===== config.mk =====
export PLATFORM = sky130hd
export DESIGN_NAME = clock_date_field_editor
export DESIGN_NICKNAME = d
export VERILOG_FILES = /design/src/sv/cdfe_pkg.sv /design/src/sv/cdfe_update.sv /design/src/sv/clock_date_field_editor.sv
export VERILOG_INCLUDE_DIRS = /design/src /design/src/sv
export SDC_FILE = /design/constraint.sdc
export NUM_CORES = 1
export LEC_CHECK = 0
export ABC_AREA = 1
export BUFFER_PORTS_ARGS = -buffer_cell sky130_fd_sc_hd__clkbuf_2
export CAP_MARGIN = 10
export CORE_ASPECT_RATIO = 1.4
export CORE_MARGIN = 5
export CORE_UTILIZATION = 35
export DETAILED_ROUTE_END_ITERATION = 16
export GPL_ROUTABILITY_DRIVEN = 0
export GPL_TIMING_DRIVEN = 0
export SLEW_MARGIN = 20
export SYNTH_ARGS = -nofsm -noshare
export SYNTH_HDL_FRONTEND = slang
export SYNTH_HIERARCHICAL = 1
export SYNTH_SLANG_ARGS = --single-unit

===== constraint.sdc =====
create_clock -name aclk -period 5.8 [get_ports aclk]
set_input_delay 1.16 -clock aclk [delete_from_list [all_inputs] [get_ports aclk]]
set_output_delay 1.16 -clock aclk [all_outputs]
set_load 0.1 [all_outputs]

===== src/sv/clock_date_field_editor_assert.svh =====
// Assertion macros for the clock date field editor.
// Used by the top-level RTL file, which checks its own logic; no other dependencies.
`ifndef CLOCK_DATE_FIELD_EDITOR_ASSERT_SVH
`define CLOCK_DATE_FIELD_EDITOR_ASSERT_SVH

`ifndef SYNTHESIS

// Same-cycle implication, checked outside reset.
`define CDFE_ASSERT_IMP(lbl, clk, rstn, ante, cons) \
    lbl: assert property (@(posedge clk) disable iff (!rstn) (ante) |-> (cons)) \
        else $error("cdfe assertion failed");

// Next-cycle implication, checked outside reset.
`define CDFE_ASSERT_NXT(lbl, clk, rstn, ante, cons) \
    lbl: assert property (@(posedge clk) disable iff (!rstn) (ante) |=> (cons)) \
        else $error("cdfe assertion failed");

`else

`define CDFE_ASSERT_IMP(lbl, clk, rstn, ante, cons)
`define CDFE_ASSERT_NXT(lbl, clk, rstn, ante, cons)

`endif

`endif


===== src/sv/cdfe_pkg.sv =====
// Package for the clock date field editor: field codes, bounds, types
// and the stepping helpers. No dependencies.
`default_nettype none

package cdfe_pkg;

    localparam int YEAR_WIDTH_DEFAULT = 12;
    localparam int S_TDATA_W          = 48;
    localparam int M_TDATA_W          = 48;

    // Field codes, in editing order
    localparam logic [2:0] FIELD_HOUR   = 3'd0;
    localparam logic [2:0] FIELD_MINUTE = 3'd1;
    localparam logic [2:0] FIELD_SECOND = 3'd2;
    localparam logic [2:0] FIELD_YEAR   = 3'd3;
    localparam logic [2:0] FIELD_MONTH  = 3'd4;
    localparam logic [2:0] FIELD_DAY    = 3'd5;

    localparam logic [1:0] TURN_UP   = 2'd1;
    localparam logic [1:0] TURN_DOWN = 2'd2;

    localparam logic REQ_LOAD = 1'b0;
    localparam logic REQ_EDIT = 1'b1;

    localparam logic [4:0] HOUR_MAX   = 5'd23;
    localparam logic [5:0] MINSEC_MAX = 6'd59;
    localparam logic [3:0] MONTH_MIN  = 4'd1;
    localparam logic [3:0] MONTH_MAX  = 4'd12;
    localparam logic [4:0] DAY_MIN    = 5'd1;
    localparam logic [4:0] DAY_FEB    = 5'd28;
    localparam logic [4:0] DAY_SHORT  = 5'd30;
    localparam logic [4:0] DAY_LONG   = 5'd31;

    localparam logic [3:0] MONTH_FEB = 4'd2;
    localparam logic [3:0] MONTH_APR = 4'd4;
    localparam logic [3:0] MONTH_JUN = 4'd6;
    localparam logic [3:0] MONTH_SEP = 4'd9;
    localparam logic [3:0] MONTH_NOV = 4'd11;

    // Clock fields and edit cursor (year kept apart, its width is a parameter)
    typedef struct packed {
        logic [4:0] hour;
        logic [5:0] minute;
        logic [5:0] second;
        logic [4:0] day;
        logic [3:0] month;
        logic [2:0] field;
    } cdfe_clock_t;

    typedef struct packed {
        logic        req_type;
        logic [1:0]  turn;
        logic        accept_press;
        logic [4:0]  load_hour;
        logic [5:0]  load_minute;
        logic [5:0]  load_second;
        logic [4:0]  load_day;
        logic [3:0]  load_month;
        logic [11:0] load_year;
    } cdfe_item_t;

    // Step up or down with wrap between lo and hi; other turn codes hold.
    function automatic logic [5:0] step_bounded(logic [5:0] v, logic [5:0] lo,
                                                logic [5:0] hi, logic [1:0] turn);
        logic [5:0] r;
        r = v;
        if (turn == TURN_UP) begin
            r = (v < hi) ? v + 6'd1 : lo;
        end else if (turn == TURN_DOWN) begin
            r = (v > lo) ? v - 6'd1 : hi;
        end
        return r;
    endfunction

    function automatic logic [4:0] day_limit(logic [3:0] m);
        logic [4:0] r;
        case (m)
            MONTH_FEB: r = DAY_FEB;
            MONTH_APR, MONTH_JUN, MONTH_SEP, MONTH_NOV: r = DAY_SHORT;
            default: r = DAY_LONG;
        endcase
        return r;
    endfunction

endpackage

`default_nettype wire


===== src/sv/cdfe_update.sv =====
// Next-state logic of the clock date field editor: load, step, advance.
// Depends on cdfe_pkg.
`default_nettype none

module cdfe_update #(
    parameter int YEAR_WIDTH = cdfe_pkg::YEAR_WIDTH_DEFAULT
) (
    input  wire cdfe_pkg::cdfe_clock_t cur_i,
    input  wire logic [YEAR_WIDTH-1:0] year_i,
    input  wire logic                  short_i,
    input  wire cdfe_pkg::cdfe_item_t  item_i,
    output cdfe_pkg::cdfe_clock_t      nxt_o,
    output logic [YEAR_WIDTH-1:0]      year_o,
    output logic                       finished_o
);

    logic [2:0] last_field;

    always_comb begin
        nxt_o      = cur_i;
        year_o     = year_i;
        finished_o = 1'b0;
        last_field = short_i ? cdfe_pkg::FIELD_SECOND : cdfe_pkg::FIELD_DAY;

        if (item_i.req_type == cdfe_pkg::REQ_LOAD) begin
            // copy all values, keep the cursor
            nxt_o.hour   = item_i.load_hour;
            nxt_o.minute = item_i.load_minute;
            nxt_o.second = item_i.load_second;
            nxt_o.day    = item_i.load_day;
            nxt_o.month  = item_i.load_month;
            year_o       = YEAR_WIDTH'(item_i.load_year);
        end else begin
            case (cur_i.field)
                cdfe_pkg::FIELD_HOUR: begin
                    nxt_o.hour = 5'(cdfe_pkg::step_bounded(6'(cur_i.hour), 6'd0,
                                    6'(cdfe_pkg::HOUR_MAX), item_i.turn));
                end
                cdfe_pkg::FIELD_MINUTE: begin
                    nxt_o.minute = cdfe_pkg::step_bounded(cur_i.minute, 6'd0,
                                    cdfe_pkg::MINSEC_MAX, item_i.turn);
                end
                cdfe_pkg::FIELD_SECOND: begin
                    nxt_o.second = cdfe_pkg::step_bounded(cur_i.second, 6'd0,
                                    cdfe_pkg::MINSEC_MAX, item_i.turn);
                end
                cdfe_pkg::FIELD_YEAR: begin
                    if (item_i.turn == cdfe_pkg::TURN_UP) begin
                        year_o = year_i + YEAR_WIDTH'(1);
                    end else if (item_i.turn == cdfe_pkg::TURN_DOWN) begin
                        year_o = year_i - YEAR_WIDTH'(1);
                    end
                end
                cdfe_pkg::FIELD_MONTH: begin
                    nxt_o.month = 4'(cdfe_pkg::step_bounded(6'(cur_i.month),
                                    6'(cdfe_pkg::MONTH_MIN), 6'(cdfe_pkg::MONTH_MAX),
                                    item_i.turn));
                end
                cdfe_pkg::FIELD_DAY: begin
                    nxt_o.day = 5'(cdfe_pkg::step_bounded(6'(cur_i.day),
                                    6'(cdfe_pkg::DAY_MIN),
                                    6'(cdfe_pkg::day_limit(cur_i.month)), item_i.turn));
                end
                default: begin
                end
            endcase

            // advance the cursor; past the last field go home and flag it
            if (item_i.accept_press) begin
                if (cur_i.field < last_field) begin
                    nxt_o.field = cur_i.field + 3'd1;
                end else begin
                    nxt_o.field = cdfe_pkg::FIELD_HOUR;
                    finished_o  = 1'b1;
                end
            end
        end
    end

endmodule

`default_nettype wire


===== src/sv/clock_date_field_editor.sv =====
// Top level of the clock date field editor: input register, clock state,
// result register and config register. Depends on cdfe_pkg, cdfe_update.
//
// Usage:
//   s_ channel: one request item per handshake. s_tuser is the request kind
//   (0 load the date and time from s_tdata, 1 encoder event). m_ channel:
//   one result item per request carrying the full date and time, the field
//   under edit, and m_tlast high when the last field was just accepted.
//   cfg_ channel: one-bit short_sequence write (1 = hour, minute, second
//   only); write it only while no request is in flight. cfg_ready is
//   always high.
//   An accepted item passes through the input register and then the result
//   register before it is presented on m_.
//   Throughput: one item per cycle while m_tready is high, set by the combinational update between
//   the input register and the result register; the clock state register
//   feeds the next item directly, so back-to-back edits chain correctly.
//   Stall: when m_tready is low the result register holds, the input
//   register fills, then s_tready drops; nothing is lost or repeated.
//   Reset (aresetn low, synchronous): both channels empty, time 00:00:00,
//   day 1, month 1, year 0, cursor on hour, short_sequence cleared.
`default_nettype none

module clock_date_field_editor #(
    parameter int YEAR_WIDTH = cdfe_pkg::YEAR_WIDTH_DEFAULT
) (
    input  wire logic                           aclk,
    input  wire logic                           aresetn,
    // input items
    input  wire logic                           s_tvalid,
    output logic                                s_tready,
    // turn[1:0], accept_press[2], load_hour[7:3], load_minute[13:8],
    // load_second[19:14], load_day[24:20], load_month[28:25],
    // load_year[40:29], zero pad [47:41]
    input  wire logic [cdfe_pkg::S_TDATA_W-1:0] s_tdata,
    // req_type[0]
    input  wire logic                           s_tuser,
    // result items
    output logic                                m_tvalid,
    input  wire logic                           m_tready,
    // hour[4:0], minute[10:5], second[16:11], day[21:17], month[25:22],
    // year[37:26], selected_field[40:38], zero pad [47:41]
    output logic [cdfe_pkg::M_TDATA_W-1:0]      m_tdata,
    // finished
    output logic                                m_tlast,
    // configuration: short_sequence
    input  wire logic                           cfg_valid,
    output logic                                cfg_ready,
    input  wire logic                           cfg_data
);

`include "clock_date_field_editor_assert.svh"

    // input register
    logic                  in_valid_reg, in_valid_next;
    cdfe_pkg::cdfe_item_t  in_item_reg, s_item;

    // architectural state
    cdfe_pkg::cdfe_clock_t cur_reg, cur_next;
    logic [YEAR_WIDTH-1:0] year_reg, year_next;
    logic                  short_reg;

    // result register
    logic                           m_valid_reg, m_valid_next;
    logic [cdfe_pkg::M_TDATA_W-1:0] m_data_reg, m_data_next;
    logic                           m_last_reg, m_last_next;

    logic out_free, advance, s_fire, upd_finished;

    // unpack the input bus
    always_comb begin
        s_item.req_type     = s_tuser;
        s_item.turn         = s_tdata[1:0];
        s_item.accept_press = s_tdata[2];
        s_item.load_hour    = s_tdata[7:3];
        s_item.load_minute  = s_tdata[13:8];
        s_item.load_second  = s_tdata[19:14];
        s_item.load_day     = s_tdata[24:20];
        s_item.load_month   = s_tdata[28:25];
        s_item.load_year    = s_tdata[40:29];
    end

    // the result register frees when empty or being drained this cycle
    assign out_free  = !m_valid_reg || m_tready;
    assign advance   = in_valid_reg && out_free;
    assign s_tready  = !in_valid_reg || out_free;
    assign s_fire    = s_tvalid && s_tready;
    assign cfg_ready = 1'b1;

    cdfe_update #(
        .YEAR_WIDTH (YEAR_WIDTH)
    ) u_update (
        .cur_i      (cur_reg),
        .year_i     (year_reg),
        .short_i    (short_reg),
        .item_i     (in_item_reg),
        .nxt_o      (cur_next),
        .year_o     (year_next),
        .finished_o (upd_finished)
    );

    always_comb begin
        in_valid_next = s_fire || (in_valid_reg && !advance);
        m_valid_next  = advance || (m_valid_reg && !m_tready);
        m_data_next   = {7'd0, cur_next.field, 12'(year_next), cur_next.month,
                         cur_next.day, cur_next.second, cur_next.minute, cur_next.hour};
        m_last_next   = upd_finished;
    end

    // control and clock state
    always_ff @(posedge aclk) begin
        if (!aresetn) begin
            in_valid_reg   <= 1'b0;
            m_valid_reg    <= 1'b0;
            short_reg      <= 1'b0;
            cur_reg.hour   <= 5'd0;
            cur_reg.minute <= 6'd0;
            cur_reg.second <= 6'd0;
            cur_reg.day    <= cdfe_pkg::DAY_MIN;
            cur_reg.month  <= cdfe_pkg::MONTH_MIN;
            cur_reg.field  <= cdfe_pkg::FIELD_HOUR;
            year_reg       <= '0;
        end else begin
            in_valid_reg <= in_valid_next;
            m_valid_reg  <= m_valid_next;
            if (cfg_valid && cfg_ready) begin
                short_reg <= cfg_data;
            end
            // commit the item's update as it moves into the result register
            if (advance) begin
                cur_reg  <= cur_next;
                year_reg <= year_next;
            end
        end
    end

    // payload: load on transfer, hold otherwise
    always_ff @(posedge aclk) begin
        if (s_fire) begin
            in_item_reg <= s_item;
        end
        if (advance) begin
            m_data_reg <= m_data_next;
            m_last_reg <= m_last_next;
        end
    end

    assign m_tvalid = m_valid_reg;
    assign m_tdata  = m_data_reg;
    assign m_tlast  = m_last_reg;

    // cursor never leaves the six fields
    `CDFE_ASSERT_IMP(a_field_range, aclk, aresetn, 1'b1, cur_reg.field <= cdfe_pkg::FIELD_DAY)
    // a finished result always shows the cursor back on hour
    `CDFE_ASSERT_IMP(a_last_home, aclk, aresetn, m_valid_reg && m_last_reg,
                     m_data_reg[40:38] == cdfe_pkg::FIELD_HOUR)
    // a blocked item stays in the input register
    `CDFE_ASSERT_NXT(a_stall_hold, aclk, aresetn, in_valid_reg && !out_free, in_valid_reg)
    // every item that advances produces a valid result
    `CDFE_ASSERT_NXT(a_result_follows, aclk, aresetn, advance, m_valid_reg)
    // full input register with a stalled output refuses new items
    `CDFE_ASSERT_IMP(a_backpressure, aclk, aresetn, in_valid_reg && m_valid_reg && !m_tready,
                     !s_tready)

endmodule

`default_nettype wire

Word level (Yosys, flattened, before mapping)
Cells that the tools add are included.
Storage, ports and cells
  register bits: 128
  bits of input ports: 55
  output and inout bits: 52
  logic and storage cells: 110
Cells by class
  add/sub/neg operators: 13
  $lt $le $gt $ge: 11
  equal/unequal tests: 12
  multiplexer cells: 38
  reduce and logical (&&, ||, !) cells: 15
Operators by type and width (number)
  2-to-1 mux 5 bit: 12
  2-to-1 mux 6 bit: 10
  2-to-1 mux 12 bit: 4
  2-to-1 mux 26 bit: 1
  2-to-1 mux 4 bit: 5
  adder 12 x 1 -> 12 bit, second input constant: 1
  adder 6 x 1 -> 6 bit, second input constant: 2
  > comparator 6 x 1 -> 1 bit, second input constant: 2
  less-than comparator 6 bit, second input constant: 2
  2-to-1 mux 3 bit: 4
  subtractor 12 x 1 -> 12 bit, second input constant: 1
  subtractor 6 x 1 -> 6 bit, second input constant: 2
  adder 5 x 1 -> 5 bit, second input constant: 2
  > comparator 5 x 1 -> 1 bit, second input constant: 2
  subtractor 5 x 1 -> 5 bit, second input constant: 2
  == test 4 x 3 -> 1 bit, second input constant: 2
  == test 4 bit, second input constant: 2
  == test 3 x 2 -> 1 bit, second input constant: 2
  == test 3 bit, second input constant: 2
  less-than comparator 5 bit: 1
  less-than comparator 5 bit, second input constant: 1
  adder 4 x 1 -> 4 bit, second input constant: 1
  == test 4 x 2 -> 1 bit, second input constant: 1
  > comparator 4 x 1 -> 1 bit, second input constant: 1
  15 further kinds: 24

Longest topological paths before layout
Gate-level depths: netlist of run 1.
  depth after elaboration: 10
  gate-level depth with buffers: 16
  depth with buffers taken out: 16

Hierarchy
The synthesis of run 1 kept the hierarchy.
By module, submodules not included
  clock_date_field_editor: times used 1, cells an instance 376, area an instance 4583.1 sq um, sequential area each 3403.3 sq um
  cdfe_update: times used 1, cells an instance 516, area an instance 2623.8 sq um, sequential area each 0.0 sq um

Worst setup path after synthesis of run 1
OpenSTA, ideal clock, no wires.
  path kind: input-to-reg
  start point: input m_tready
  end point: register in_item_reg[0] (netlist name) (enable)
  setup time: 396 ps
  arrival time: 2892 ps
  required time: 5404 ps
  slack: 2512 ps
  cell stages on the path: 4
  path buffers: 0
  cell sequence: inv_2 nand3_1 nand2_1 inv_1
On the way
  cells in the longest elaborated chain, start to end: 3
Ends and longest elaborated chain
  start, declared: line clock_date_field_editor.sv:39  | input wire logic m_tready,
  logical OR 1 bit: line clock_date_field_editor.sv:83  | assign out_free = !m_valid_reg || m_tready;
  logical OR 1 bit: line clock_date_field_editor.sv:85  | assign s_tready = !in_valid_reg || out_free;
  net s_tready: line clock_date_field_editor.sv:30  | output logic s_tready,
  logical AND 1 bit: line clock_date_field_editor.sv:86  | assign s_fire = s_tvalid && s_tready;
  net s_fire: line clock_date_field_editor.sv:67  | logic out_free, advance, s_fire, upd_finished;
  end signal, assigned: line clock_date_field_editor.sv:139  | in_item_reg <= s_item;
  end, declared: line clock_date_field_editor.sv:55  | cdfe_pkg::cdfe_item_t in_item_reg, s_item;
The timed path passes the listed nets, and every way through them passes these cells.
A chain may end at the register's enable or synchronous reset.

Worst setup path after layout of run 1
  start point: input m_tready
  end point: output s_tready
On the way
  cells in the longest elaborated chain, start to end: 2
Ends and longest elaborated chain (line)
  logical OR 1 bit: clock_date_field_editor.sv:83
  logical OR 1 bit: clock_date_field_editor.sv:85
  end, declared: clock_date_field_editor.sv:30
No other way between the ends.

==> tab_implementation.tex, run 1 <==
\begin{tabular}{lr}
\hline
Metric & Value \\
\hline
\multicolumn{2}{l}{\textbf{Outcome}} \\
\quad Result of the run & finished clean \\
\multicolumn{2}{l}{\textbf{Finish}} \\
\quad Fraction of final layout cells with drive strength greater than 1 & 17.91\% \\
\quad Post-layout instance count excluding filler cells & 1278 \\
\quad Signed area change from the synthesized netlist to the final layout & 19.67\% \\
\quad Flip-flop count of the largest register after layout & 42 \\
\quad Finished layout cell area & 8625 µm² \\
\quad Nets@finish & around 1100 \\
\quad Final cell utilization of the core & 42.27\% \\
\quad Antenna diodes & 0 \\
\multicolumn{2}{l}{\textbf{GRT}} \\
\quad Via count of the first global-routing pass & 6413 \\
\quad Number of antenna violations at the first check in global routing & 0 \\
\quad Maximum number of pins on one net before global-route repair & 31 \\
\quad Total global-route track usage & between 10\% and 20\% \\
\quad Total overflow reported by the global router & 0 \\
\quad Wire length of the first global-routing pass & 33.34 mm \\
\multicolumn{2}{l}{\textbf{Detailed routing}} \\
\quad Vias post-DR & 6497 \\
\quad Post-route DRC & 0 \\
\quad Wire length after detailed routing & $\sim$21 mm \\
\quad Count of TritonRoute iterations in the first routing pass & 5 \\
\quad DRT iter0 DRCs & $\sim$430 \\
\quad Ratio of routed vias to standard cells & 5.084 \\
\quad Per-cell routed wire length & 16.24 µm \\
\quad Count of antenna-violating nets left after detailed routing & 0 \\
\multicolumn{2}{l}{\textbf{Clocking}} \\
\quad Hold Buf Count CTS & 0 \\
\quad CTS-repair resized insts & 0 \\
\quad Root Buffer Master & sky130\_fd\_sc\_hd\_\_clkbuf\_16 \\
\quad CTS HTree Levels & 4 \\
\quad TritonCTS clock tree & done \\
\quad Inserted Clock Buffers & 17 \\
\quad Later-pin clock latency in the skew report & 0.44 ns \\
\quad Clock buffer depth & 2 \\
\quad Clock sink total & roughly 130 \\
\quad Post-CTS setup buffer count & 0 \\
\quad Clock slew seen by the registers of the worst setup and hold paths & 0.05 ns \\
\multicolumn{2}{l}{\textbf{Synthesis}} \\
\quad Main synth FF type & sky130\_fd\_sc\_hd\_\_edfxtp\_1 \\
\quad Fraction of post-synthesis cell area in the top cell type by area & 35.00\% \\
\quad Biggest area consumer among synthesized cells & sky130\_fd\_sc\_hd\_\_edfxtp\_1 \\
\quad Number of flops mapped to enable cells by yosys & 84 \\
\quad Synth top area cells & sky130\_fd\_sc\_hd\_\_edfxtp\_1 (35\%), sky130\_fd\_sc\_hd\_\_dfxtp\_1 (12\%), sky130\_fd\_sc\_hd\_\_nand2\_1 (9.5\%), sky130\_fd\_sc\_hd\_\_nand3\_1 (6.9\%), sky130\_fd\_sc\_hd\_\_a21oi\_1 (6.3\%) \\
\quad Post-synthesis instance total & a little under 900 \\
\quad Synth Warn \# & 6 \\
\quad Mean Syn Cell Area & 8.079 µm² \\
\quad Sequential cell area fraction in the yosys report & 47.22\% \\
\quad Async set-reset flop share out of synthesis & 0\% \\
\quad Top cells by instance count after synthesis & sky130\_fd\_sc\_hd\_\_nand2\_1 (182), sky130\_fd\_sc\_hd\_\_inv\_1 (106), sky130\_fd\_sc\_hd\_\_nand3\_1 (100), sky130\_fd\_sc\_hd\_\_a21oi\_1 (91), sky130\_fd\_sc\_hd\_\_edfxtp\_1 (84) \\
\quad Unique cell type count in the Yosys netlist & 41 \\
\quad Number of synthesized register bits & 128 \\
\quad Most repeated cell in the gate-level netlist after synthesis & sky130\_fd\_sc\_hd\_\_nand2\_1 \\
\quad Summed instance area of the synthesized netlist & approximately 7000 µm² \\
\multicolumn{2}{l}{\textbf{Floorplan}} \\
\quad Floorplan die height & 179.8 µm \\
\quad Row count & 62 \\
\quad Area of the die & between 20000 and 25000 µm² \\
\quad Core Footprint & just over 20000 µm² \\
\quad Die width & 131.3 µm \\
\quad Effective utilization at floorplan & between 30\% and 40\% \\
\quad Total I/O pin count & about 110 \\
\multicolumn{2}{l}{\textbf{Critical path}} \\
\quad Worst reg2reg path startpoint & cur\_reg[3] \\
\quad Worst r2r path cells & 16 \\
\quad Slowest library cell on the worst path & sky130\_fd\_sc\_hd\_\_clkbuf\_2 \\
\quad Dominant cell type by count on the critical path & sky130\_fd\_sc\_hd\_\_clkbuf\_2 \\
\quad Register-to-register path setup slack & 3.55 ns \\
\quad Cell family with most CP delay & buffers and inverters \\
\quad Number of buffer and inverter instances along the worst setup path & 3 \\
\quad Element type at the critical path start & input pin \\
\quad Required time at the worst-slack endpoint & 4.64 ns \\
\quad Worst setup path class & input pin to output port \\
\quad First element of the critical path & m\_tready \\
\quad Endpoint of the worst register-to-register path & cur\_reg[8] \\
\quad Max FO, Critical Path & 3 \\
\quad Longest individual stage delay on the worst path & 0.48 ns \\
\quad Worst setup EP type & output port \\
\quad Crit path cell chain & clkbuf\_2 > inv\_2 > nand3\_1 > clkbuf\_2 \\
\quad Data arrival, critical path & 1.92 ns \\
\multicolumn{2}{l}{\textbf{Place}} \\
\quad Number of placed instances with taps included & around 1200 \\
\quad Cell area reported after detailed placement & about 8000 µm² \\
\quad \# port buffers & 90 \\
\quad Final HPWL DP & $\sim$15 mm \\
\quad Pre-CTS setup slack & between 2 and 3 ns \\
\multicolumn{2}{l}{\textbf{Timing}} \\
\quad Highest clock rate & 325.2 MHz \\
\quad Number of pins with negative max-slew slack in the final report & 0 \\
\quad Unrepaired setup endpoints after global routing & no \\
\quad Final-report hold violation count & 0 \\
\quad Clock Skews & around 0.016 ns \\
\quad Max-slew headroom & between 40\% and 50\% \\
\quad Clock period minus final worst setup slack & 3.075 ns \\
\quad Final total negative setup slack & 0 ns \\
\quad Hold slack final & roughly 0.48 ns \\
\quad Slew at the pin closest to its max-slew limit & 0.7586 ns \\
\quad Final worst-path setup slack & 2.725 ns \\
\quad Setup-violating endpoint count in the final report & 0 \\
\quad Final period utilization & 53.02\% \\
\multicolumn{2}{l}{\textbf{Min path}} \\
\quad Startpoint of the worst hold path & cur\_reg[21] \\
\quad Endpoint with the worst hold slack & cur\_reg[21] \\
\quad HP Class & register to register \\
\quad Hold path cells & 2 \\
\multicolumn{2}{l}{\textbf{Power}} \\
\quad Final Power & roughly 2.7 mW \\
\quad Worst IR drop on VDD & $\sim$0.20 mV \\
\quad Pwr per Cell Area & 308.4 nW/µm² \\
\quad Leakage power figure & 3.801 nW \\
\multicolumn{2}{l}{\textbf{Run}} \\
\quad Max-capacitance violation count & 0 \\
\hline
\end{tabular}
cells in the final DEF, fill, tap and decap left out, types with 2 or more instances in the layout:
cell type,Yosys,routed
sky130_fd_sc_hd__clkbuf_2,0,90
sky130_fd_sc_hd__dfxtp_1,44,44
sky130_fd_sc_hd__clkbuf_16,0,17
sky130_fd_sc_hd__clkinvlp_4,0,4
sky130_fd_sc_hd__xnor2_1,2,2
sky130_fd_sc_hd__buf_6,10,10
sky130_fd_sc_hd__o21ai_1,11,11
sky130_fd_sc_hd__a31oi_1,5,5
sky130_fd_sc_hd__clkinv_2,0,4
sky130_fd_sc_hd__nand3b_1,2,2
sky130_fd_sc_hd__buf_4,17,17
sky130_fd_sc_hd__buf_12,0,2
sky130_fd_sc_hd__nand2_1,182,182
sky130_fd_sc_hd__nand4_1,14,14
sky130_fd_sc_hd__ha_1,23,23
sky130_fd_sc_hd__nand2_2,3,3
sky130_fd_sc_hd__o21ai_0,35,35
sky130_fd_sc_hd__nor3_1,7,7
sky130_fd_sc_hd__buf_2,15,15
sky130_fd_sc_hd__a21oi_1,91,91
sky130_fd_sc_hd__nor2_2,2,2
sky130_fd_sc_hd__o21bai_1,3,3
sky130_fd_sc_hd__a21oi_2,2,2
sky130_fd_sc_hd__o211ai_1,9,9
sky130_fd_sc_hd__bufinv_16,0,2
sky130_fd_sc_hd__clkbuf_1,7,8
sky130_fd_sc_hd__o22ai_1,5,5
sky130_fd_sc_hd__edfxtp_1,84,84
sky130_fd_sc_hd__conb_1,2,8
sky130_fd_sc_hd__xor2_1,11,11
sky130_fd_sc_hd__inv_2,5,7
sky130_fd_sc_hd__clkbuf_8,1,4
sky130_fd_sc_hd__inv_1,106,104
sky130_fd_sc_hd__nand3_1,100,100
sky130_fd_sc_hd__o2111ai_1,3,3
sky130_fd_sc_hd__nor2_1,80,80
worst min-delay path, stage by stage (launching register included):
cell and delay, ns:
sky130_fd_sc_hd__dfxtp_1 0.32, sky130_fd_sc_hd__a21oi_1 0.04, sky130_fd_sc_hd__nor2_1 0.08
cell families after synthesis:
group	count (synthesis)	synth area share, %
other cells	2	0.1042
simple gates	394	23.42
flops	128	47.22
compound gates	170	12.92
fa+ha+maj	23	3.993
buf+inv	162	10.76
xor+xnor	13	1.580
final cells by class:
| class | count | area (µm²) |
|---|---|---|
| tap | 256 | 320.3 |
| multi-input combinational | 608 | 3050 |
| sequential | 128 | 3403 |
| inverter | 111 | 416.7 |
| buffer | 51 | 359.1 |
| timing repair buffer | 92 | 490.5 |
| clock inverter | 11 | 113.9 |
| fill | 2083 | 11780 |
| clock buffer | 21 | 470.5 |
metal layers:
layer  vias to the layer above  global-route usage (%)  part of all wire, %
met5                         -                       0                    0
met4                         0                   8.687                  3.8
li1                       3216                       -                    -
met3                        51                   3.328                  5.3
met2                       237                   30.33                   49
met1                      2993                   20.94                   42
worst max path at each step:
stage	to	slack, ns	cells after the start
6_report	s_tready	2.72	4
3_5_place_dp	s_tready	2.71	4
5_1_grt	s_tready	2.68	4
4_1_cts	s_tready	2.71	4
2_1_floorplan	in_item_reg[0]	2.51	4
3_3_place_gp	m_tdata[3]	2.30	5
report_power, final:
part	internal [mW]	switching [mW]
Sequential	1.04	0.0405
Combinational	0.136	0.378
Clock	0.661	0.406
Power figures use the tool's default switching activity.
==> run 2, diff against run 1 <==
clock period = 3 ns   (was 5.8 ns; I/O delays follow)
==> run 2 against run 1 <==
  * Largest power group is now clock
  * Critical path depth grew 12
  * Clock skew shrank 0.0089 ns
  * Setup slack lost 1.9 ns
  * Utilization grew 0.33 points
  * Sequential power grew 94%
  * First-iteration DRC count shrank 19%
  * Critical endpoint is now cur_reg[8]
  * Via count shrank 1.7%
==> tab_implementation.tex, run 2 (synthesized netlist as in run 1, its figures left out) <==
\begin{tabular}{lr}
\hline
Metric & Value \\
\hline
\multicolumn{2}{l}{\textbf{Outcome}} \\
\quad Result of the run & finished clean \\
\multicolumn{2}{l}{\textbf{Finish}} \\
\quad Antenna diodes & 0 \\
\quad Most common library cell in the layout ignoring fill and taps & sky130\_fd\_sc\_hd\_\_nand2\_1 \\
\quad Flip-flop count of the largest register after layout & 42 \\
\quad Fraction of final layout cells with drive strength greater than 1 & about 18\% \\
\quad Nets@finish & between 1000 and 1500 \\
\quad Post-layout instance count excluding filler cells & 1277 \\
\quad Signed area change from the synthesized netlist to the final layout & 20.61\% \\
\quad Leading cell types in the layout, fill and taps excluded & sky130\_fd\_sc\_hd\_\_nand2\_1 (182), sky130\_fd\_sc\_hd\_\_inv\_1 (104), sky130\_fd\_sc\_hd\_\_nand3\_1 (99), sky130\_fd\_sc\_hd\_\_a21oi\_1 (91), sky130\_fd\_sc\_hd\_\_clkbuf\_2 (90) \\
\quad Final cell utilization of the core & 42.60\% \\
\multicolumn{2}{l}{\textbf{Timing}} \\
\quad Clock Skews & 0.006856 ns \\
\quad Max-slew headroom & about half \\
\quad Final-report hold violation count & 0 \\
\quad Setup-violating endpoint count in the final report & 0 \\
\quad Highest clock rate & 457.7 MHz \\
\quad Hold slack final & 0.3512 ns \\
\quad Final total negative setup slack & 0 ns \\
\quad Clock period minus final worst setup slack & 2.185 ns \\
\quad Slew at the pin closest to its max-slew limit & 0.7739 ns \\
\quad Final period utilization & 72.83\% \\
\quad Unrepaired setup endpoints after global routing & no \\
\quad Number of pins with negative max-slew slack in the final report & 0 \\
\multicolumn{2}{l}{\textbf{Floorplan}} \\
\quad Floorplan die height & 179.8 µm \\
\quad Area of the die & 23600 µm² \\
\quad Core Footprint & approximately 20000 µm² \\
\quad Total I/O pin count & 107 \\
\quad Row count & 62 \\
\quad Die width & between 100 and 150 µm \\
\quad Effective utilization at floorplan & 35.32\% \\
\multicolumn{2}{l}{\textbf{Detailed routing}} \\
\quad Post-route DRC & 0 \\
\quad Count of TritonRoute iterations in the first routing pass & 5 \\
\quad Ratio of routed vias to standard cells & 5.000 \\
\quad Count of antenna-violating nets left after detailed routing & 0 \\
\quad Wire length after detailed routing & 20.28 mm \\
\quad Per-cell routed wire length & 15.88 µm \\
\quad Vias post-DR & 6385 \\
\quad DRT iter0 DRCs & approximately 350 \\
\multicolumn{2}{l}{\textbf{Clocking}} \\
\quad Clock sink total & 128 \\
\quad Clock slew seen by the registers of the worst setup and hold paths & $\sim$0.060 ns \\
\quad CTS-repair resized insts & 0 \\
\quad Later-pin clock latency in the skew report & 0.42 ns \\
\quad Hold Buf Count CTS & 0 \\
\quad Inserted Clock Buffers & 17 \\
\quad Root Buffer Master & sky130\_fd\_sc\_hd\_\_clkbuf\_16 \\
\quad Post-CTS setup buffer count & 0 \\
\quad CTS HTree Levels & 4 \\
\quad Clock buffer depth & 2 \\
\quad TritonCTS clock tree & done \\
\multicolumn{2}{l}{\textbf{GRT}} \\
\quad Fraction of met3 tracks used by global routing & 2.936\% \\
\quad Via count of the first global-routing pass & 6217 \\
\quad Met2 Resource Use GR & between 20\% and 30\% \\
\quad Total overflow reported by the global router & 0 \\
\quad Number of antenna violations at the first check in global routing & 0 \\
\quad Met1 Resource Use GR & around a fifth \\
\quad Busiest metal layer after global routing & met2 \\
\quad Wire length of the first global-routing pass & between 30 and 40 mm \\
\quad Maximum number of pins on one net before global-route repair & 26 \\
\quad Total global-route track usage & approximately 17\% \\
\multicolumn{2}{l}{\textbf{Critical path}} \\
\quad Slowest library cell on the worst path & sky130\_fd\_sc\_hd\_\_dfxtp\_1 \\
\quad Element type at the critical path start & register \\
\quad Dominant cell type by count on the critical path & sky130\_fd\_sc\_hd\_\_nand2\_1 \\
\quad Worst setup path class & register to register \\
\quad Worst setup EP type & register \\
\quad Crit path cell chain & inv\_1 > ha\_1 > nand2\_1 > inv\_1 > ha\_1 > nand2\_1 > nor3\_1 > nand2\_1 > nand3\_1 > nand2\_1 > nand2\_1 > a21oi\_1 > inv\_1 > nand3\_1 > nand2\_1 > nor2\_1 \\
\quad Data arrival, critical path & 2.54 ns \\
\quad Longest individual stage delay on the worst path & 0.39 ns \\
\quad Max FO, Critical Path & 6 \\
\quad Required time at the worst-slack endpoint & 3.36 ns \\
\multicolumn{2}{l}{\textbf{Place}} \\
\quad Number of placed instances with taps included & 1246 \\
\quad \# port buffers & 90 \\
\quad Final HPWL DP & 14.50 mm \\
\multicolumn{2}{l}{\textbf{Power}} \\
\quad Leakage power figure & 3.826 nW \\
\quad Worst IR drop on VDD & roughly 0.38 mV \\
\quad Pwr per Cell Area & about 610 nW/µm² \\
\multicolumn{2}{l}{\textbf{Min path}} \\
\quad HP Class & input pin to register \\
\multicolumn{2}{l}{\textbf{Run}} \\
\quad Max-capacitance violation count & 0 \\
\hline
\end{tabular}
-- run 2: cell count changes in the layout (fill, tap and decap cells not counted), sizes merged --
cell / change
bufinv: +2
clkinv: -4
clkbuf: +1
-- run 2: cell type report --
type / instances / area (µm²)
plain buffers: 51 / 359.1
clock buffers: 22 / 484.2
clock inverters: 9 / 155.1
fillers: 2015 / 11710
inverters: 111 / 416.7
multi-input cells: 608 / 3055
flip-flops and latches: 128 / 3403
well taps: 256 / 320.3
repair buffers: 92 / 498.0
-- run 2: per-layer routing --
metal  share of wire, %  wire length [µm]
met1                 42              8510
met2                 49             10040
met3                5.3              1071
met4                3.3               660
met5                  0                 0
-- run 2: path summary, 6_finish.rpt --
check / from / end / slack [ns] / depth (start not counted)
min: s_tdata[34] / in_item_reg[5] / 0.35 / 1
max: cur_reg[3] / cur_reg[8] / 0.81 / 16
max reg2reg: cur_reg[3] / cur_reg[8] / 0.81 / 16
min reg2reg: cur_reg[9] / cur_reg[9] / 0.47 / 2
-- run 2: worst max-delay path: cells and delay by family (launching register included) --
kind,cells,cell delay [ns]
AOI/OAI and AO/OA,1,0.19
DFF,1,0.39
and+or+nand+nor,10,0.78
adders and majority gates,2,0.51
buffers and inverters,3,0.27
-- run 2: power by group --
group / internal [mW] / total (mW) / switching [mW]
logic: 0.264 / 0.992 / 0.728
registers: 2.01 / 2.09 / 0.0778
clock network: 1.47 / 2.24 / 0.771
total: 3.74 / 5.32 / 1.58
-- run 2: per-stage QoR --
step	total power, mW	setup WS, ns	cell area [µm²]
6_report	5.321	0.8150	8692
5_1_grt	5.528	0.5918	8692
4_1_cts	5.359	0.8191	8692
3_5_place_dp	3.109	0.8282	8053
3_3_place_gp	3.098	0.08873	8005
2_1_floorplan	2.868	0.09056	7234
==> run 3, diff against run 2 <==
ABC_AREA = 0   (was 1)
clock period = 2.1 ns   (was 3 ns; I/O delays follow)
==> run 3 against run 2 <==
  * Power increased by 37%
  * Utilization up 2.1 points
  * Design area rose by 5.4%
  * Sequential share of layout area down 1.9 points
  * Setup slack got worse by 0.79 ns
  * Non-clock buffer count increased by 26
  * Critical path depth decreased by 9
==> tab_implementation.tex, run 3 <==
\begin{tabular}{lr}
\hline
Metric & Value \\
\hline
\multicolumn{2}{l}{\textbf{Timing}} \\
\quad Clock Skews & around 0.013 ns \\
\quad Final period utilization & 98.85\% \\
\quad Highest clock rate & 481.7 MHz \\
\quad Final-report hold violation count & 0 \\
\quad Unrepaired setup endpoints after global routing & yes \\
\quad Number of pins with negative max-slew slack in the final report & 0 \\
\quad Final worst-path setup slack & 0.02423 ns \\
\quad Slew at the pin closest to its max-slew limit & 0.6368 ns \\
\quad Setup-violating endpoint count in the final report & 0 \\
\quad Max-slew headroom & 57.55\% \\
\quad Clock period minus final worst setup slack & 2.076 ns \\
\multicolumn{2}{l}{\textbf{Synthesis}} \\
\quad Unique cell type count in the Yosys netlist & 77 \\
\quad Mean Syn Cell Area & 9.530 µm² \\
\quad Most repeated cell in the gate-level netlist after synthesis & sky130\_fd\_sc\_hd\_\_nand2\_1 \\
\quad Async set-reset flop share out of synthesis & 0\% \\
\quad Main synth FF type & sky130\_fd\_sc\_hd\_\_edfxtp\_1 \\
\quad Synth Warn \# & 6 \\
\quad Number of synthesized register bits & 128 \\
\quad Post-synthesis instance total & about 760 \\
\quad Number of flops mapped to enable cells by yosys & 84 \\
\quad Biggest area consumer among synthesized cells & sky130\_fd\_sc\_hd\_\_edfxtp\_1 \\
\quad Top cells by instance count after synthesis & sky130\_fd\_sc\_hd\_\_nand2\_1 (119), sky130\_fd\_sc\_hd\_\_edfxtp\_1 (84), sky130\_fd\_sc\_hd\_\_a21oi\_1 (52), sky130\_fd\_sc\_hd\_\_nor2\_1 (49), sky130\_fd\_sc\_hd\_\_dfxtp\_1 (44) \\
\quad Sequential cell area fraction in the yosys report & 46.74\% \\
\quad Summed instance area of the synthesized netlist & 7281 µm² \\
\quad Fraction of post-synthesis cell area in the top cell type by area & about a third \\
\quad Synth top area cells & sky130\_fd\_sc\_hd\_\_edfxtp\_1 (35\%), sky130\_fd\_sc\_hd\_\_dfxtp\_1 (12\%), sky130\_fd\_sc\_hd\_\_nand2\_1 (6.1\%), sky130\_fd\_sc\_hd\_\_mux2i\_1 (5.8\%), sky130\_fd\_sc\_hd\_\_ha\_1 (4.0\%) \\
\multicolumn{2}{l}{\textbf{Critical path}} \\
\quad Max FO, Critical Path & 10 \\
\quad Element type at the critical path start & register \\
\quad Worst setup path class & register to register \\
\quad Slowest library cell on the worst path & sky130\_fd\_sc\_hd\_\_or4b\_4 \\
\quad Cell family with most CP delay & simple AND/OR/NAND/NOR gates \\
\quad Longest individual stage delay on the worst path & 0.56 ns \\
\quad Required time at the worst-slack endpoint & 2.28 ns \\
\quad Crit path cell chain & buf\_6 > or4b\_4 > nor3\_2 > o21ai\_1 > xor2\_1 > a21oi\_1 > buf\_4 \\
\quad Number of buffer and inverter instances along the worst setup path & 2 \\
\quad Worst setup EP type & register \\
\quad Register-to-register path setup slack & 0.02 ns \\
\quad Data arrival, critical path & 2.25 ns \\
\multicolumn{2}{l}{\textbf{Floorplan}} \\
\quad Effective utilization at floorplan & 35.55\% \\
\quad Die width & 131.9 µm \\
\quad Floorplan die height & 180.7 µm \\
\quad Core Footprint & 20480 µm² \\
\quad Total I/O pin count & 107 \\
\quad Area of the die & 23830 µm² \\
\quad Row count & 62 \\
\multicolumn{2}{l}{\textbf{Clocking}} \\
\quad TritonCTS clock tree & done \\
\quad Clock slew seen by the registers of the worst setup and hold paths & 0.06 ns \\
\quad Clock buffer depth & 2 \\
\quad Root Buffer Master & sky130\_fd\_sc\_hd\_\_clkbuf\_16 \\
\quad Later-pin clock latency in the skew report & 0.42 ns \\
\quad CTS HTree Levels & 4 \\
\quad Hold Buf Count CTS & 0 \\
\quad Clock sink total & 128 \\
\quad Inserted Clock Buffers & 17 \\
\multicolumn{2}{l}{\textbf{GRT}} \\
\quad Wire length of the first global-routing pass & between 30 and 40 mm \\
\quad Total global-route track usage & approximately 18\% \\
\quad Maximum number of pins on one net before global-route repair & 52 \\
\quad Number of antenna violations at the first check in global routing & 0 \\
\quad Via count of the first global-routing pass & about 6200 \\
\quad Total overflow reported by the global router & 0 \\
\multicolumn{2}{l}{\textbf{Finish}} \\
\quad Most common library cell in the layout ignoring fill and taps & sky130\_fd\_sc\_hd\_\_nand2\_1 \\
\quad Flip-flop count of the largest register after layout & 42 \\
\quad Leading cell types in the layout, fill and taps excluded & sky130\_fd\_sc\_hd\_\_nand2\_1 (115), sky130\_fd\_sc\_hd\_\_clkbuf\_2 (103), sky130\_fd\_sc\_hd\_\_edfxtp\_1 (84), sky130\_fd\_sc\_hd\_\_a21oi\_1 (49), sky130\_fd\_sc\_hd\_\_nor2\_1 (44) \\
\quad Final cell utilization of the core & 44.75\% \\
\quad Post-layout instance count excluding filler cells & approximately 1200 \\
\quad Signed area change from the synthesized netlist to the final layout & 25.86\% \\
\quad Nets@finish & 971 \\
\quad Antenna diodes & 0 \\
\quad Fraction of final layout cells with drive strength greater than 1 & 28.37\% \\
\quad FILL cells & 2001 \\
\multicolumn{2}{l}{\textbf{Power}} \\
\quad Pwr per Cell Area & 797.6 nW/µm² \\
\quad Leakage power figure & 3.543 nW \\
\quad Worst IR drop on VDD & 0.6007 mV \\
\quad Final Power & 7.309 mW \\
\multicolumn{2}{l}{\textbf{Place}} \\
\quad Final HPWL DP & about 15 mm \\
\quad \# port buffers & 90 \\
\quad Pre-CTS setup slack & -0.5776 ns \\
\quad Number of placed instances with taps included & 1116 \\
\multicolumn{2}{l}{\textbf{Detailed routing}} \\
\quad Post-route DRC & 0 \\
\quad Ratio of routed vias to standard cells & between 5 and 6 \\
\quad Count of TritonRoute iterations in the first routing pass & 7 \\
\quad Count of antenna-violating nets left after detailed routing & 0 \\
\quad DRT iter0 DRCs & 495 \\
\quad Wire length after detailed routing & roughly 22 mm \\
\quad Per-cell routed wire length & 18.86 µm \\
\quad Vias post-DR & 6315 \\
\multicolumn{2}{l}{\textbf{Outcome}} \\
\quad Result of the run & finished clean \\
\multicolumn{2}{l}{\textbf{Min path}} \\
\quad HP Class & input pin to register \\
\multicolumn{2}{l}{\textbf{Run}} \\
\quad Max-capacitance violation count & 0 \\
\hline
\end{tabular}
[run 3: through the flow]
step                instance area [µm²]  hold slack (ns)  setup TNS, ns
floorplan                          7328           0.4314              0
global placement                   8099           0.4427         -20.62
detailed placement                 8099           0.4463         -23.66
CTS                                8871           0.1508        -0.4420
global route                       9164           0.1543        -0.4996
finish                             9164           0.1679              0
[run 3: path summary, 6_finish.rpt]
check / start / endpoint / cells past startpoint
setup / recovery: in_item_reg[39] / m_tdata[35] / 7
hold / removal: s_tdata[15] / in_item_reg[22] / 1
setup reg to reg: in_item_reg[39] / m_tdata[35] / 7
hold reg to reg: cur_reg[10] / cur_reg[10] / 2
[run 3: area by class of cell]
type                    instances  area (µm²)  area share [%]
plain buffers                  62       426.7           4.656
clock buffers                  21       450.4           4.915
clock inverters                11       140.1           1.529
inverters                      36       140.1           1.529
multi-input cells             541        3679           40.14
flip-flops and latches        128        3418           37.30
well taps                     256       320.3           3.495
repair buffers                107       589.3           6.431
[run 3: what timing repair did]
item                                    4_1_cts  5_1_grt
gates resized for setup                      45       63
pin swaps                                     8       12
hold endpoints to repair                      0        0
cloned                                        0        0
buffers inserted                              6       11
endpoints found under the setup margin       72       57
[run 3: cells by family after synthesis]
| logic type | Yosys count | share of synthesized area [%] |
|---|---|---|
| adder cells (fa/ha/maj) | 23 | 3.953 |
| AND/OR/NAND/NOR | 274 | 18.51 |
| AO/OA/AOI/OAI | 173 | 15.26 |
| multiplexers | 45 | 6.238 |
| flip-flops | 128 | 46.74 |
| other | 2 | 0.1031 |
| buffers and inverters | 101 | 7.029 |
| XOR/XNOR | 18 | 2.165 |
[run 3: routing by layer]
metal,global-route usage [%],up-vias,routed length (µm)
met5,0,-,0
met4,8.069,0,738
met3,3.492,49,1249
met2,30.42,254,10880
met1,21.52,2995,9047
li1,-,3017,-
[run 3: power by group]
| group | switching [mW] | internal [mW] |
|---|---|---|
| Clock | 1.12 | 1.89 |
| Sequential | 0.0916 | 2.84 |
| Combinational | 0.952 | 0.413 |
